===== src/sv/bdd_computed_table_cache_core_defines.svh =====
// Assertion macros shared by the computed table cache RTL.
`ifndef BDD_COMPUTED_TABLE_CACHE_CORE_DEFINES_SVH
`define BDD_COMPUTED_TABLE_CACHE_CORE_DEFINES_SVH

// Property checked at every clock edge outside reset.
`define CTC_ASSERT(lbl, prop, msg) \
    lbl: assert property (@(posedge clk) disable iff (!rst_n) prop) else $error(msg);

// Cause in one cycle implies effect in the next cycle.
`define CTC_ASSERT_NEXT(lbl, cause, effect, msg) \
    lbl: assert property (@(posedge clk) disable iff (!rst_n) (cause) |=> (effect)) \
        else $error(msg);

`endif


===== src/sv/ctc_pkg.sv =====
// Types, constants and the hash step shared by the computed table cache.
`timescale 1ns / 1ps
package ctc_pkg;

    localparam int ID_W   = 32;
    localparam int KEY_W  = 32;
    localparam int LOG2_W = 5;
    localparam int CNT_W  = 23;

    localparam logic [63:0]      HASH_CONST = 64'h0000_0000_9e37_79b9;
    localparam logic [CNT_W-1:0] CNT_MAX    = {CNT_W{1'b1}};
    localparam logic [CNT_W-1:0] THR_RESET  = 23'd1;

    typedef enum logic {
        CMD_LOOKUP = 1'b0,
        CMD_INSERT = 1'b1
    } cmd_t;

    // One queued word: the request fields plus its hash.
    typedef struct packed {
        cmd_t              cmd;
        logic [ID_W-1:0]   f_id;
        logic [ID_W-1:0]   g_id;
        logic [ID_W-1:0]   h_id;
        logic [KEY_W-1:0]  f_key;
        logic [KEY_W-1:0]  g_key;
        logic [ID_W-1:0]   result;
        logic [63:0]       mix;
    } item_t;

    typedef enum logic [3:0] {
        ST_INIT,
        ST_IDLE,
        ST_LK_CMP,
        ST_SW_RD,
        ST_SW_H1,
        ST_SW_H2,
        ST_SW_WHI,
        ST_SW_WLO,
        ST_INS_WR
    } state_t;

    // One round of the hash combine, modulo 2^64.
    function automatic logic [63:0] mix_step(input logic [63:0] x, input logic [63:0] y);
        return x ^ (y + HASH_CONST + (x << 6) + (x >> 2));
    endfunction

endpackage


===== src/sv/ctc_fifo.sv =====
// Two-entry queue that decouples the front end from the back end.
`timescale 1ns / 1ps
module ctc_fifo import ctc_pkg::*; (
    input  logic  clk,
    input  logic  rst_n,
    input  item_t wr_data,
    input  logic  wr_valid,
    output logic  wr_ready,
    output item_t rd_data,
    input  logic  rd_ready,
    output logic  rd_valid
);

    item_t      slots_reg [2];
    logic       wr_ptr_reg, rd_ptr_reg;
    logic [1:0] cnt_reg;
    logic       push, pop;

    assign wr_ready = (cnt_reg != 2'd2);
    assign rd_valid = (cnt_reg != 2'd0);
    assign rd_data  = slots_reg[rd_ptr_reg];
    assign push     = wr_valid && wr_ready;
    assign pop      = rd_valid && rd_ready;

    // Pointers and fill level.
    always_ff @(posedge clk or negedge rst_n)
    begin
        if (!rst_n)
        begin
            wr_ptr_reg <= 1'b0;
            rd_ptr_reg <= 1'b0;
            cnt_reg    <= 2'd0;
        end
        else
        begin
            if (push)
            begin
                wr_ptr_reg <= !wr_ptr_reg;
            end
            if (pop)
            begin
                rd_ptr_reg <= !rd_ptr_reg;
            end
            cnt_reg <= cnt_reg + {1'b0, push} - {1'b0, pop};
        end
    end

    always_ff @(posedge clk)
    begin
        if (push)
        begin
            slots_reg[wr_ptr_reg] <= wr_data;
        end
    end

endmodule


===== config.mk =====
export PLATFORM = sky130hd
export DESIGN_NAME = ctc_fifo
export DESIGN_NICKNAME = d
export VERILOG_FILES = /design/src/sv/bdd_computed_table_cache_core_defines.svh /design/src/sv/ctc_pkg.sv /design/src/sv/ctc_fifo.sv
export SDC_FILE = /design/constraint.sdc
export NUM_CORES = 1
export LEC_CHECK = 0
export ABC_AREA = 1
export BUFFER_PORTS_ARGS = -buffer_cell sky130_fd_sc_hd__buf_2
export CAP_MARGIN = 30
export CORE_ASPECT_RATIO = 1.75
export CORE_MARGIN = 4
export CORE_UTILIZATION = 33
export CTS_CLUSTER_DIAMETER = 100
export DETAILED_ROUTE_END_ITERATION = 16
export PLACE_DENSITY = 0.61
export SLEW_MARGIN = 20
export SYNTH_ARGS = -nofsm -noshare
export SYNTH_HDL_FRONTEND = slang
export SYNTH_SLANG_ARGS = --single-unit

===== constraint.sdc =====
create_clock -name clk -period 18.4 [get_ports clk]
set_input_delay 3.68 -clock clk [delete_from_list [all_inputs] [get_ports clk]]
set_output_delay 3.68 -clock clk [all_outputs]
set_load 0.05 [all_outputs]

# ---- Yosys cells after proc, flatten, opt, wreduce, memory -nomap -nowiden
# Memories as Yosys holds them, arrays and structs flattened.
# Index checks and enable logic that the tools add are counted.
dict set report totals {
  regBits 4
  mem_bits_rw 514
  word_cells 14
  mem_count 1
}
dict set report op_classes {
  addsub 2
  n_eq_ne 1
  n_mux 2
  reduce_logical 5
}
# memory depth word_bits rd rd_ports_with_merged_regs write_ports line_no
set memory_table {}
lappend memory_table {slots_reg 2 257 1 0 1 ctc_fifo.sv:14} ;# item_t slots_reg [2];
# operator count
set op_table {}
lappend op_table {{2-bit by 1-bit adder with 2-bit output} 1}
lappend op_table {{1-bit logical AND} 2}
lappend op_table {{1-bit zero test} 2}
lappend op_table {{1-bit two-way mux} 2}
lappend op_table {{2-bit != test (second input constant)} 1}
lappend op_table {{2-bit nonzero test} 1}
lappend op_table {{2-bit by 1-bit subtractor with 2-bit output} 1}

# ---- Logic depth before layout (Yosys ltp)
dict set report logic_depth {
  word_depth 4
  depth_mapped 12
}

# ---- Least setup slack after synthesis
# No wires, ideal clock.
dict set report synth_timing {
  path_type {input-to-reg}
  startpoint {input port wr_valid}
  endpoint {memory slots_reg[1][0] (netlist name), enable pin}
  setup_ps 882
  arrival_ps 14486
  setup_slack_ps 3032
  path_stages 2
  path_cell_list {nand2_1 -> nor2_1}
}
dict set report synth_via {
  elab_chain_len 3
}
# element line_no
set synth_rtl {}
lappend synth_rtl {{start, declared} ctc_fifo.sv:7} ;# input logic wr_valid,
lappend synth_rtl {{1-bit logical AND} ctc_fifo.sv:22} ;# assign push = wr_valid && wr_ready;
lappend synth_rtl {{1-bit two-way mux} ctc_fifo.sv:50} ;# if (push)
lappend synth_rtl {{1-bit two-way mux (implied by the code)} ctc_fifo.sv:52} ;# slots_reg[wr_ptr_reg] <= wr_data;
lappend synth_rtl {{end, declared} ctc_fifo.sv:14}
# No other way between the ends.

==> metrics.cfg <==
[run_status]
status=finished clean

[layout]
drive_gt1_share_pct=31.2
fin_area_sq_um=23900
syn_to_final_growth_pct=26.1
finish.utilization_pct=41.9
nets=2165
final_cells=2722
largest_reg_flops=514

[grt]
grt_max_degree=179
grt_usage_pct=14.4
grt_pass1_wl_um=68900
antenna_found_initial=23
grt_pass1_vias=11900
grt.overflow.total=0

[synthesis]
yosysWarnings=0
synth_seq_cells=518
syn_area_sq_um=19000
syn_inst=1374
ys_types=15
ys_top_cells_by_area=edfxtp_1 (81%), nand2_1 (15%), buf_6 (0.77%), buf_2 (0.71%), buf_4 (0.63%)
synth_largest_area_cell=edfxtp_1
avgSynthCellArea_sq_um=13.8
synth_nets=1636
synth.top_cell.area_share_pct=81.4
yosysSeqAreaShare_pct=81.9

[detailed_routing]
drtPass1Iterations=5
ant_nets=0
drc=0
totalWireLength_um=46600
vias_per_cell=4.37
vias=11900
wl_per_cell_um=17.1
drt_iter0_drc=476

[clock_network]
post_cts_resized=0
worst_skew_pair.late_latency_ps=560
cts-root-buf=clkbuf_16
cts-hold-fix-buffers=0
cts.sinks=518
cts_buffers=47
tritoncts=built
clkTransAtPathRegs_ps=60
post-cts-setup-buffer-count=0
clk_path_buf_depth=3
h-tree-depth=2

[setup_path]
endpoint=rd_data[195]
r2r_cells=6
critical_path_arrival_ps=2860
reg2reg_from=cnt_reg[1]$_DFF_PN0_
rr_endpoint=slots_reg[1][24]$_DFFE_PP_
cp.required_ps=14720
cp-end-kind=primary output
cp-start-kind=flip-flop
startpoint=rd_ptr_reg$_DFFE_PN0P_
worst-path-max-fanout=74
r2r_setup_slack_ps=15120
setup.worst_path.class=reg2out

[floorplan]
core_sq_um=57000
row_count=116
fp.dieW_um=189
die-area_sq_um=61500
io_pins=520
die_h_um=325
initial_core_util_pct=33.2

[place]
placed_area_sq_um=22300
post-place-ws_ps=11620
port_buffers=519
place_inst=2615
routabilityCongestion=0.789
place_hpwl_um=31000

[flow_run]
cap_violations=0

[sta]
period_minus_slack_ps=6540
setup_ws_ps=11860
drv_slew=0
tightest_slew_ps=893
relSlewSlack_pct=40.5
finClkSkew_ps=14.8
setup_viol=0
tns_ps=0
fin_crit_sh_pct=35.5
max_freq_mhz=153
rsz0062_at_grt=false
hold_viol=0
holdWs_ps=563

[power_and_ir_drop]
vdd_drop_max_uv=136
p_leak_nw=10.1
powerDensity_nw_per_um2=200
finalPower_mw=4.79

[min_path]
hold_path_depth=1
hp-class=reg2reg

cells by family after synthesis:
logic type	count (synthesis)	share of synthesized area, %
compound gates	2	0.0527
xor+xnor	1	0.0462
fa+ha+maj	1	0.0660
buf+inv	65	2.31
flops	518	81.9
simple gates	787	15.6
where the power goes:
part           internal [mW]  switching, mW
sequential              1.61         0.0588
clock                  0.505          0.414
combinational          0.407           1.79
area by class of cell:
type,instances,area [sq um]
tap,767,960
timing repair buffer,537,2900
clock buffer,63,1280
antenna,14,35.0
inverter,8,37.5
sequential,518,15500
fill,5359,33100
clock inverter,24,161
multi-input combinational,791,3000
routing by layer:
metal	global-route usage [%]	share of wire [%]
met1	15.7	36
met2	25.5	52
met3	4.21	8.4
met4	6.69	4.1
met5	0	0.17
Yosys cell counts:
master and n:
buf_2 27, clkbuf_1 1, nand2_1 780, edfxtp_1 514, o21ai_0 1, a21oi_1 1
ha_1 1, dfrtp_1 4, buf_4 16, buf_6 13, xor2_1 1, nor2_1 5
inv_1 7, inv_4 1, nand3_1 2
worst max-delay path, cell delays in order (launching register included):
cell and delay, ps:
dfrtp_4 450, buf_4 330, buf_16 290, buf_4 310, buf_16 310, nand2_1 100, nand2_1 130, buf_2 280
layout by cell type (no fill, tap or decap), types with 3 or more instances in the layout:
cell type,n
clkinv_1,9
diode_2,14
dfrtp_1,3
edfxtp_1,514
clkbuf_1,14
buf_4,9
nor2_1,3
nand2_1,780
clkinv_2,8
inv_1,7
buf_16,7
clkbuf_16,49
buf_2,519
worst min-delay path by stage:
stage	start	to	slack, ps
floorplan	wr_ptr_reg$_DFFE_PN0P_	wr_ptr_reg$_DFFE_PN0P_	480
global placement	cnt_reg[0]$_DFF_PN0_	cnt_reg[0]$_DFF_PN0_	530
detailed placement	cnt_reg[0]$_DFF_PN0_	cnt_reg[0]$_DFF_PN0_	550
CTS	cnt_reg[0]$_DFF_PN0_	cnt_reg[0]$_DFF_PN0_	560
global route	cnt_reg[0]$_DFF_PN0_	cnt_reg[0]$_DFF_PN0_	630
finish	cnt_reg[0]$_DFF_PN0_	cnt_reg[0]$_DFF_PN0_	560
(Power assumes the default switching activity.)
