<file path="src/sv/bdd_computed_table_cache_core_defines.svh">
// Assertion macros shared by the computed table cache RTL.
`ifndef BDD_COMPUTED_TABLE_CACHE_CORE_DEFINES_SVH
`define BDD_COMPUTED_TABLE_CACHE_CORE_DEFINES_SVH

// Property checked at every clock edge outside reset.
`define CTC_ASSERT(lbl, prop, msg) \
    lbl: assert property (@(posedge clk) disable iff (!rst_n) prop) else $error(msg);

// Cause in one cycle implies effect in the next cycle.
`define CTC_ASSERT_NEXT(lbl, cause, effect, msg) \
    lbl: assert property (@(posedge clk) disable iff (!rst_n) (cause) |=> (effect)) \
        else $error(msg);

`endif

</file>
<file path="src/sv/ctc_pkg.sv">
// Types, constants and the hash step shared by the computed table cache.
`timescale 1ns / 1ps
package ctc_pkg;

    localparam int ID_W   = 32;
    localparam int KEY_W  = 32;
    localparam int LOG2_W = 5;
    localparam int CNT_W  = 23;

    localparam logic [63:0]      HASH_CONST = 64'h0000_0000_9e37_79b9;
    localparam logic [CNT_W-1:0] CNT_MAX    = {CNT_W{1'b1}};
    localparam logic [CNT_W-1:0] THR_RESET  = 23'd1;

    typedef enum logic {
        CMD_LOOKUP = 1'b0,
        CMD_INSERT = 1'b1
    } cmd_t;

    // One queued word: the request fields plus its hash.
    typedef struct packed {
        cmd_t              cmd;
        logic [ID_W-1:0]   f_id;
        logic [ID_W-1:0]   g_id;
        logic [ID_W-1:0]   h_id;
        logic [KEY_W-1:0]  f_key;
        logic [KEY_W-1:0]  g_key;
        logic [ID_W-1:0]   result;
        logic [63:0]       mix;
    } item_t;

    typedef enum logic [3:0] {
        ST_INIT,
        ST_IDLE,
        ST_LK_CMP,
        ST_SW_RD,
        ST_SW_H1,
        ST_SW_H2,
        ST_SW_WHI,
        ST_SW_WLO,
        ST_INS_WR
    } state_t;

    // One round of the hash combine, modulo 2^64.
    function automatic logic [63:0] mix_step(input logic [63:0] x, input logic [63:0] y);
        return x ^ (y + HASH_CONST + (x << 6) + (x >> 2));
    endfunction

endpackage

</file>
<file path="src/sv/ctc_if.sv">
// Handshake interfaces for the request, response and configuration channels.
`timescale 1ns / 1ps
interface ctc_req_if import ctc_pkg::*; ();
    logic              valid;
    logic              ready;
    logic              cmd;
    logic [ID_W-1:0]   f_id;
    logic [ID_W-1:0]   g_id;
    logic [ID_W-1:0]   h_id;
    logic [KEY_W-1:0]  f_key;
    logic [KEY_W-1:0]  g_key;
    logic [ID_W-1:0]   insert_result;
    modport source (output valid, cmd, f_id, g_id, h_id, f_key, g_key, insert_result,
                    input ready);
    modport sink (input valid, cmd, f_id, g_id, h_id, f_key, g_key, insert_result,
                  output ready);
endinterface


</file>
<file path="src/sv/ctc_front.sv">
// Front end: accepts request words, masks ids and computes the slot hash in two stages.
`timescale 1ns / 1ps
module ctc_front import ctc_pkg::*; #(
    parameter int NODE_ID_BITS = 32
) (
    input  logic       clk,
    input  logic       rst_n,
    ctc_req_if.sink    req,
    output item_t      q_data,
    output logic       q_valid,
    input  logic       q_ready
);

    localparam logic [ID_W-1:0] ID_MASK = ID_W'((64'd1 << NODE_ID_BITS) - 64'd1);

    logic  a_valid_reg, b_valid_reg;
    item_t a_item_reg, b_item_reg;
    item_t a_item_next, b_item_next;
    logic  b_free, a_move, a_free, accept;

    // Stall chain from the queue back to the request port.
    assign b_free    = !b_valid_reg || q_ready;
    assign a_move    = a_valid_reg && b_free;
    assign a_free    = !a_valid_reg || a_move;
    assign req.ready = a_free;
    assign accept    = req.valid && a_free;
    assign q_valid   = b_valid_reg;
    assign q_data    = b_item_reg;

    // First hash round on the incoming word.
    always_comb
    begin
        a_item_next.cmd    = cmd_t'(req.cmd);
        a_item_next.f_id   = req.f_id & ID_MASK;
        a_item_next.g_id   = req.g_id & ID_MASK;
        a_item_next.h_id   = req.h_id & ID_MASK;
        a_item_next.f_key  = req.f_key;
        a_item_next.g_key  = req.g_key;
        a_item_next.result = req.insert_result & ID_MASK;
        a_item_next.mix    = mix_step(64'(req.f_key), 64'(req.g_key) << 1);
    end

    // Second hash round folds in the h id.
    always_comb
    begin
        b_item_next     = a_item_reg;
        b_item_next.mix = mix_step(a_item_reg.mix, 64'(a_item_reg.h_id) << 2);
    end

    always_ff @(posedge clk or negedge rst_n)
    begin
        if (!rst_n)
        begin
            a_valid_reg <= 1'b0;
            b_valid_reg <= 1'b0;
        end
        else
        begin
            if (a_free)
            begin
                a_valid_reg <= req.valid;
            end
            if (b_free)
            begin
                b_valid_reg <= a_valid_reg;
            end
        end
    end

    always_ff @(posedge clk)
    begin
        if (accept)
        begin
            a_item_reg <= a_item_next;
        end
        if (a_move)
        begin
            b_item_reg <= b_item_next;
        end
    end

endmodule

</file>
<file path="src/flat_wrapper.sv">
// flat-port wrapper written by rule: the top's interface ports become plain ports
module ctc_front_flat import ctc_pkg::*;
#(
    parameter int NODE_ID_BITS = 32
)
  (clk, rst_n, q_data, q_valid, q_ready, req_valid, req_cmd, req_f_id, req_g_id, req_h_id, req_f_key, req_g_key, req_insert_result, req_ready);
  ctc_req_if req_i ();
  input  logic clk;
  input  logic rst_n;
  output item_t q_data;
  output logic q_valid;
  input  logic q_ready;
  input wire logic [$bits(req_i.valid)-1:0] req_valid;
  input wire logic [$bits(req_i.cmd)-1:0] req_cmd;
  input wire logic [$bits(req_i.f_id)-1:0] req_f_id;
  input wire logic [$bits(req_i.g_id)-1:0] req_g_id;
  input wire logic [$bits(req_i.h_id)-1:0] req_h_id;
  input wire logic [$bits(req_i.f_key)-1:0] req_f_key;
  input wire logic [$bits(req_i.g_key)-1:0] req_g_key;
  input wire logic [$bits(req_i.insert_result)-1:0] req_insert_result;
  output wire logic [$bits(req_i.ready)-1:0] req_ready;
  assign req_i.valid = req_valid;
  assign req_i.cmd = req_cmd;
  assign req_i.f_id = req_f_id;
  assign req_i.g_id = req_g_id;
  assign req_i.h_id = req_h_id;
  assign req_i.f_key = req_f_key;
  assign req_i.g_key = req_g_key;
  assign req_i.insert_result = req_insert_result;
  assign req_ready = req_i.ready;
  ctc_front #(.NODE_ID_BITS(NODE_ID_BITS)) u_core (.clk(clk), .rst_n(rst_n), .req(req_i), .q_data(q_data), .q_valid(q_valid), .q_ready(q_ready));
endmodule
</file>
<file path="config.mk">
export PLATFORM = sky130hd
export DESIGN_NAME = ctc_front_flat
export DESIGN_NICKNAME = d
export VERILOG_FILES = /design/src/sv/bdd_computed_table_cache_core_defines.svh /design/src/sv/ctc_pkg.sv /design/src/sv/ctc_if.sv /design/src/sv/ctc_front.sv /design/src/flat_wrapper.sv
export SDC_FILE = /design/constraint.sdc
export NUM_CORES = 1
export LEC_CHECK = 0
export BUFFER_PORTS_ARGS = -buffer_cell sky130_fd_sc_hd__buf_2
export CAP_MARGIN = 20
export CORE_AREA = 2 2 246 187
export CTS_BUF_LIST = sky130_fd_sc_hd__clkbuf_8
export DETAILED_ROUTE_END_ITERATION = 8
export DIE_AREA = 0 0 248 189
export GPL_TIMING_DRIVEN = 0
export PLACE_DENSITY = 0.74
export SYNTH_ARGS = -nofsm -noshare
export SYNTH_HDL_FRONTEND = slang
export SYNTH_SLANG_ARGS = --single-unit
</file>
<file path="constraint.sdc">
create_clock -name clk -period 6.8 [get_ports clk]
set_input_delay 1.02 -clock clk [delete_from_list [all_inputs] [get_ports clk]]
set_output_delay 1.02 -clock clk [all_outputs]
set_load 0.01 [all_outputs]
</file>
# Yosys cells after proc, flatten, opt, wreduce, memory -nomap -nowiden

Cells that the tools add are included.

Register bits after elaboration: 516

Add/subtract/negate cells: 6
Bitwise gates (word level): 2
Reduce and logical (&&, ||, !) cells: 6

Operator list:

| cell                                                             | number |
|---|---|
| 64-bit by 30-bit adder with 64-bit output                        | 1 |
| 64-bit by 38-bit adder with 64-bit output                        | 1 |
| 64-bit by 62-bit adder with 64-bit output                        | 1 |
| 64-bit adder                                                     | 1 |
| 32-bit by 64-bit XOR with 64-bit output                          | 1 |
| 64-bit XOR                                                       | 1 |
| 34-bit by 32-bit adder with 35-bit output, second input constant | 1 |
| 33-bit by 32-bit adder with 34-bit output, second input constant | 1 |
| 1-bit logical AND                                                | 2 |
| 1-bit zero test                                                  | 2 |
| 1-bit logical OR                                                 | 2 |

# Logic depth before layout (Yosys ltp)

Gate-level depths: netlist (run 1).

Word-level depth: 5
Depth in mapped cells: 23

# Worst setup path after synthesis (run 1)

OpenSTA, ideal clock, no wires.

Path kind: input port to flip-flop
Start point: in q_ready
End point: reg u_core.b_item_reg (netlist bit u_core.q_data[0]) (enable)
Setup time: 629 ps
Arrival: 6543 ps
Data required time: 6171 ps
Slack: -372 ps
Cell stages on the path: 2
Path buffers: 0
Path through: nand2b_1 > and2_1

Word-level cells in the longest chain between the ends: 2

Ends and longest elaborated chain:

| item                    | line               | text |
|---|---|---|
| start, declared         | flat_wrapper.sv:12 | `input logic q_ready;` |
| 1-bit logical OR        | ctc_front.sv:22    | `assign b_free = !b_valid_reg \|\| q_ready;` |
| 1-bit logical AND       | ctc_front.sv:23    | `assign a_move = a_valid_reg && b_free;` |
| named net u_core.a_move | ctc_front.sv:19    | `logic b_free, a_move, a_free, accept;` |
| end signal, assigned    | ctc_front.sv:78    | `b_item_reg <= b_item_next;` |
| end, declared           | ctc_front.sv:17    | `item_t a_item_reg, b_item_reg;` |

The timed path passes the listed nets, and every way through them passes these cells.
A chain may end at the register's enable or synchronous reset.

==> results of run 1 <==
-- worst max-delay path by stage --
stage,start,to,slack [ns],cells after the start
after CTS,u_core.a_item_reg[163],u_core.q_data[39],1.63,20
after detailed placement,req_g_key[2],u_core.a_item_reg[37],1.28,23
after global placement,q_ready,u_core.q_data[249],0.90,3
after floorplan,req_g_key[2],u_core.a_item_reg[37],1.89,22
after global routing,u_core.a_item_reg[163],u_core.q_data[39],1.32,20
final,u_core.a_item_reg[161],u_core.q_data[39],1.67,20
-- kinds of logic after synthesis --
| logic type | after synthesis |
|---|---|
| simple gates | 230 |
| compound gates | 240 |
| other cells | 1 |
| flops | 473 |
| xor+xnor | 198 |
| buf+inv | 238 |
| fa+ha+maj | 142 |
| mux | 3 |
-- cell type report --
cell class / instances / area (um^2) / area share [%]
sequential: 473 / 14200 / 53.4
buffer: 40 / 221 / 0.833
clock inverter: 59 / 385 / 1.45
inverter: 198 / 743 / 2.80
tap: 586 / 733 / 2.76
clock buffer: 75 / 1030 / 3.88
multi-input combinational: 831 / 6910 / 26.0
antenna: 4 / 10.0 / 0.0377
timing repair buffer: 443 / 2350 / 8.85
-- power by group --
part,switching [uW],internal [uW],total (uW)
registers,168,3810,3980
logic,2330,1590,3920
clock network,1130,1200,2320
-- metal layers --
metal,vias to the layer above,GRT usage (%),share of wire [%]
li1,6515,-,-
met1,6449,30.4,45
met2,434,33.0,46
met3,87,5.32,6.8
met5,-,0,0.058
met4,6,5.92,2.0
-- cells in the final DEF, fill, tap and decap left out, types with 6 or more instances in the layout --
| master | netlist | layout |
|---|---|---|
| edfxtp_1 | 471 | 471 |
| buf_2 | 2 | 439 |
| inv_1 | 198 | 215 |
| xnor2_1 | 137 | 137 |
| ha_1 | 88 | 88 |
| clkbuf_8 | 0 | 75 |
| a21oi_1 | 71 | 71 |
| nand2_1 | 63 | 63 |
| xor2_1 | 61 | 61 |
| fa_1 | 54 | 54 |
| a21o_1 | 40 | 40 |
| nor2_1 | 38 | 38 |
| o21ai_0 | 32 | 32 |
| nand3_1 | 25 | 25 |
| nand2b_1 | 24 | 24 |
| clkbuf_1 | 19 | 19 |
| buf_4 | 18 | 18 |
| conb_1 | 1 | 18 |
| nand4_1 | 16 | 16 |
| clkinv_2 | 0 | 15 |
| clkinv_1 | 0 | 14 |
| o21ai_1 | 13 | 13 |
| nor2b_1 | 11 | 11 |
| and3_1 | 11 | 11 |
| a31oi_1 | 11 | 11 |
| o21ai_2 | 9 | 9 |
| nor4_1 | 8 | 8 |
| nor3_1 | 7 | 7 |
| o21bai_1 | 7 | 7 |
| and2_1 | 8 | 6 |
| clkinvlp_4 | 0 | 6 |
| buf_16 | 0 | 6 |
-- critical path: cells and delay by family (launching register included) --
kind            cells  cell delay [ns]
mux                 1             0.14
flops               1             0.43
buf+inv             3             0.45
compound gates      8             1.95
xor+xnor            1             0.15
fa+ha+maj           2             0.78
simple gates        5             0.95
-- stage by stage --
stage	setup slack, ns	hold slack (ns)	total power [uW]
final	1.67	0.158	10200
after floorplan	1.89	0.400	6840
after detailed placement	1.28	0.405	7930
after global routing	1.32	0.107	10900
after global placement	0.905	0.400	7880
after CTS	1.63	0.0986	10300
==> impl_results.md, run 1 <==
- Area Growth Syn to Fin: 20.8%
- Least-Margin Pin Slew: 0.695 ns
- GP Congestion: 0.921
- Final Routed Wirelength: 50100 um
- Largest area contributor in the netlist: edfxtp_1
- Synth warn: 0
- Post_cts resized: 0
- R2R Path End: u_core.q_data[39]
- Vias per cell: 4.98
- Drt initial violations: 807
- Mux share of post-synthesis cell area: 0.137%
- CP arrival: 5.51 ns
- CTS clk-pin slew, worst paths: 0.07 ns
- CP Capture Type: flop
- Synth cell count leaders: edfxtp_1 (471), inv_1 (198), xnor2_1 (137)
- Sequential share of the synthesized area: 64.5%
- IO Count: 456
- Cell Pwr Density: 385 nW/um^2
- Max reg flops: 239
- CTS sink cnt: 473
- Hold Path Class: input port to async pin
- Distinct cells, synth: 78
- First-pass GRT wire length: 76400 um
- Nets@finish: 2400
- Crit-path cells: o31ai_1 > a21oi_1 > o21ai_1 > nand2_1 > o21ai_2 > a21oi_1 > nor4_1 > xnor2_1 > fa_1 > inv_1 > ha_1 > clkbuf_1 > nand4_1 > inv_1 > nand3_1 > or2_2 > o21ai_2 > a21oi_4 > mux2i_1 > a211o_1
- Fin. Hold Viols: 0
- Synthesized cell area: 22000 um^2
- Max_cap viols: 0
- Cell Area, Placed: 25100 um^2
- Max rail drop VDD: 0.214 mV
- XOR/XNOR Fraction of Synth Area: 7.88%
- Synth Area in Adders: 9.92%
- Buffers on Ports: 437
- Core box area: 44300 um^2
- Final Setup Violations: 0
- Post-Synth Simple-Gate Area: 5.47%
- Share of cells above drive strength 1: 28.6%
- CTS Buf Count: 74
- # DRC: 0
- Slowest CP cell: fa_1
- Final core occ: 59.9%
- Fillers: 3440
- Max FO, Critical Path: 8
- Top cells by area, synth: edfxtp_1 (64%), xnor2_1 (5.5%), ha_1 (5.0%)
- Worst Path Required: 7.18 ns
- Die ar.: 46900 um^2
- Initial antenna violation count: 7
- Slew HR: 53.7%
- RSZ-0062 raised after global routing: no
- Final Max Slew Viols: 0
- Internal reg-to-reg setup slack: 1.67 ns
- Routed len/inst: 18.5 um
- # H-tree levels: 3
- Syn_area_per_cell: 14.4 um^2
- Finished layout cell area: 26600 um^2
- Worst Reg-to-Reg Cells: 20
- Initial Util: 49.6%
- Die Wd: 248 um
- Die Y: 189 um
- Clock Root Buffer: clkbuf_8
- DR vias: 13491
- Tcrit/Tclk final: 75.4%
- Number of synthesized flops with an enable pin: 471
- Status: complete, no violations
- Vias in the first global route: 13640
- Ys flop type: edfxtp_1
- Worst r2r src: u_core.a_item_reg[161]
- Final HPWL DP: 38000 um
- Final Non-Filler Cells: 2709
- Hold buffer count at CTS: 0
- Yosys top cell area share: 64.3%
- Post-Synthesis Cells: 1525
- CTS tree: yes
- Static Leak: 0.0112 uW
- Most frequent cell after synthesis: edfxtp_1
- Placed cell count: 2571
- Row count: 67
- Critical path type: flop to flop
- CP startpoint kind: flop
- Setup tns final: 0 ns
- Largest net degree at the start of global routing: 70
- Post-synth ARST share: 0.423%
- Initial DRT Pass Iterations: 5
- GRT overflow: 0
- Clock Path Buffers: 3
- GRT Util Overall: 21.4%
- Worst skew pair latency: 0.65 ns
- Final ANT Viol Nets: 0
- Fmax: 0.195 GHz
- Post-CTS Setup Inserts: 0
- Main combinational cell family by area after synthesis: adder cells
- Complex-gate fraction of the synthesized area: 7.65%
- #FFs+latches synth: 473
- Crit path largest cell delay: 0.51 ns
- Worst Clk Skew: 0.0265 ns
- Crit path time final: 5.13 ns
Power figures use the tool's default switching activity.
==> inputs of run 2 (changes only) <==
Clock period 6.8 ns to 4.25 ns, I/O delays scaled along.
==> run 2 against run 1 <==
Maximum frequency rose by 7.8%. Clock-buffer cell count is 1 higher. Global-route usage is 0.53 points higher. The flow now finishes with violations (setup timing). Non-clock buffer count rose by 38. Sequential power grew 60%. Sequential share of layout area is 2.4 points lower. Worst setup slack lost 2.2 ns.
==> impl_results.md, run 2 (synthesized netlist as in run 1, its figures left out) <==
- CP arrival: 5.14 ns
- Final Setup Violations: 20
- Initial DRT Pass Iterations: 5
- Die ar.: 46900 um^2
- Routed len/inst: 19.2 um
- RSZ-0062 raised after global routing: yes
- Hold Path Class: input port to flop
- Drt initial violations: 860
- Crit path largest cell delay: 0.56 ns
- Worst Reg-to-Reg Cells: 21
- Slowest CP cell: or4_4
- CP endpoint: u_core.q_data[44]
- Critical Path Source: u_core.a_item_reg[170]
- # DRC: 0
- CP Buf/Inv Count: 2
- Levels on crit path: 21
- Most frequent cells in the layout: edfxtp_1 (471), buf_2 (439), inv_1 (209), xnor2_1 (127), clkbuf_8 (76)
- Internal reg-to-reg setup slack: -0.51 ns
- Final ANT Viol Nets: 0
- Least-Margin Pin Slew: 1.06 ns
- Worst r2r src: u_core.a_item_reg[170]
- Final core occ: 62.7%
- Share of cells above drive strength 1: 35.6%
- Vias in the first global route: 13638
- Fmax: 0.210 GHz
- First-pass GRT wire length: 77700 um
- # H-tree levels: 3
- CTS tree: yes
- Failing checks: setup timing
- Most common cell after layout, fill and taps aside: edfxtp_1
- Row count: 67
- GRT Util Overall: 22.0%
- Status: finished with violations
- Slew HR: 28.6%
- PnR Total Power: 18200 uW
- Clock Path Buffers: 3
- CTS sink cnt: 473
- Initial Util: 49.6%
- CTS Buf Count: 74
- Final HPWL DP: 38700 um
- Worst Path Required: 4.64 ns
- Critical path type: flop to flop
- Static Leak: 0.0116 uW
- Cell Pwr Density: 656 nW/um^2
- Fillers: 3290
- Buffers on Ports: 437
- Crit-path cells: or4_4 > buf_4 > o21ai_4 > nand2_2 > o21ai_4 > a21oi_4 > nand2b_4 > a31o_4 > xnor2_1 > fa_1 > inv_1 > ha_2 > nand2_1 > nor2_4 > nand2_1 > o21ai_2 > a21o_1 > a21o_1 > a41oi_4 > nor3_2 > xor2_1
- Worst Clk Skew: 0.0409 ns
- Vias per cell: 5.04
- GP Congestion: 0.917
- Nets@finish: 2438
- Max reg flops: 239
- Area Growth Syn to Fin: 26.4%
- CP startpoint kind: flop
- Final Routed Wirelength: 52600 um
- Die Wd: 248 um
- Tcrit/Tclk final: 112%
- Clock Root Buffer: clkbuf_8
- Final setup margin: -0.507 ns
- Final Max Slew Viols: 0
- CTS clk-pin slew, worst paths: 0.06 ns
- DR vias: 13792
- Largest net degree at the start of global routing: 69
- Initial antenna violation count: 4
- Max_cap viols: 0
- Die Y: 189 um
- Max rail drop VDD: 0.368 mV
- Fin. Hold Viols: 0
- Crit path time final: 4.76 ns
- R2R Path End: u_core.q_data[44]
- GRT overflow: 0
- Core box area: 44300 um^2
- CP delay by family, top: compound AO/OA/AOI/OAI gates
- IO Count: 456
- Max FO, Critical Path: 4
- Worst skew pair latency: 0.67 ns
- CP Capture Type: flop
[run 2: stage by stage]
| step | setup slack [ns] | instances | hold WS [ns] | setup TNS (ns) | cell area, um^2 |
|---|---|---|---|---|---|
| 3_3_place_gp | -1.27 | 2565 | 0.400 | -568.49 | 25100 |
| 3_5_place_dp | -0.759 | 2571 | 0.405 | -17.59 | 25300 |
| 6_report | -0.507 | 2737 | 0.147 | -6.23 | 27800 |
| 4_1_cts | -0.476 | 2722 | 0.0871 | -4.86 | 27300 |
| 5_1_grt | -0.690 | 2735 | 0.0923 | -9.33 | 27800 |
| 2_1_floorplan | -0.228 | 1542 | 0.342 | -0.810 | 22200 |
[run 2: layer usage]
layer	GRT usage, %	wire length (um)	vias to the layer above
li1	-	-	6554
met3	5.70	3620	96
met2	33.7	24300	466
met5	0	26	-
met1	30.8	23400	6670
met4	6.86	1340	6
[run 2: report_power, final]
group          total (uW)  switching [uW]  internal [uW]
clock network        3800            1810           1990
logic                8050            4480           3580
registers            6370             275           6100
[run 2: area by class of cell]
class | instances | area (um^2) | share of cell area [%]
diodes | 2 | 5.00 | 0.0180
plain buffers | 26 | 170 | 0.612
clock buffers | 76 | 1050 | 3.76
clock inverters | 50 | 392 | 1.41
inverters | 198 | 743 | 2.67
multi-input cells | 831 | 7730 | 27.8
flip-flops and latches | 473 | 14200 | 51.0
well taps | 586 | 733 | 2.64
repair buffers | 495 | 2790 | 10.0
[run 2: what timing repair did]
action,in CTS,in global routing
hold buffers,1,0
gates resized for setup,87,77
buffers inserted,30,23
setup endpoints to repair,22,36
pin swaps,52,51
endpoints found under the hold margin,2,0
[run 2: how the worst min path moves through the flow]
stage,start,to,slack [ns],depth (start not counted)
CTS,req_f_id[6],u_core.a_item_reg[230],0.09,1
floorplan,rst_n,u_core.a_valid_reg,0.34,0
global route,req_f_id[4],u_core.a_item_reg[228],0.09,1
detailed placement,u_core.a_item_reg[101],u_core.q_data[101],0.40,0
finish,req_h_id[21],u_core.a_item_reg[181],0.15,1
global placement,u_core.a_item_reg[68],u_core.q_data[68],0.40,0
[run 2: worst reg2reg max path, stage by stage, from the launching register on]
cell      delay, ns
edfxtp_1       0.44
or4_4          0.56
buf_4          0.16
o21ai_4        0.16
nand2_2        0.10
o21ai_4        0.21
a21oi_4        0.10
nand2b_4       0.18
a31o_4         0.27
xnor2_1        0.21
fa_1           0.45
inv_1          0.08
ha_2           0.30
nand2_1        0.17
nor2_4         0.07
nand2_1        0.08
o21ai_2        0.06
a21o_1         0.15
a21o_1         0.19
a41oi_4        0.31
nor3_2         0.09
xor2_1         0.15
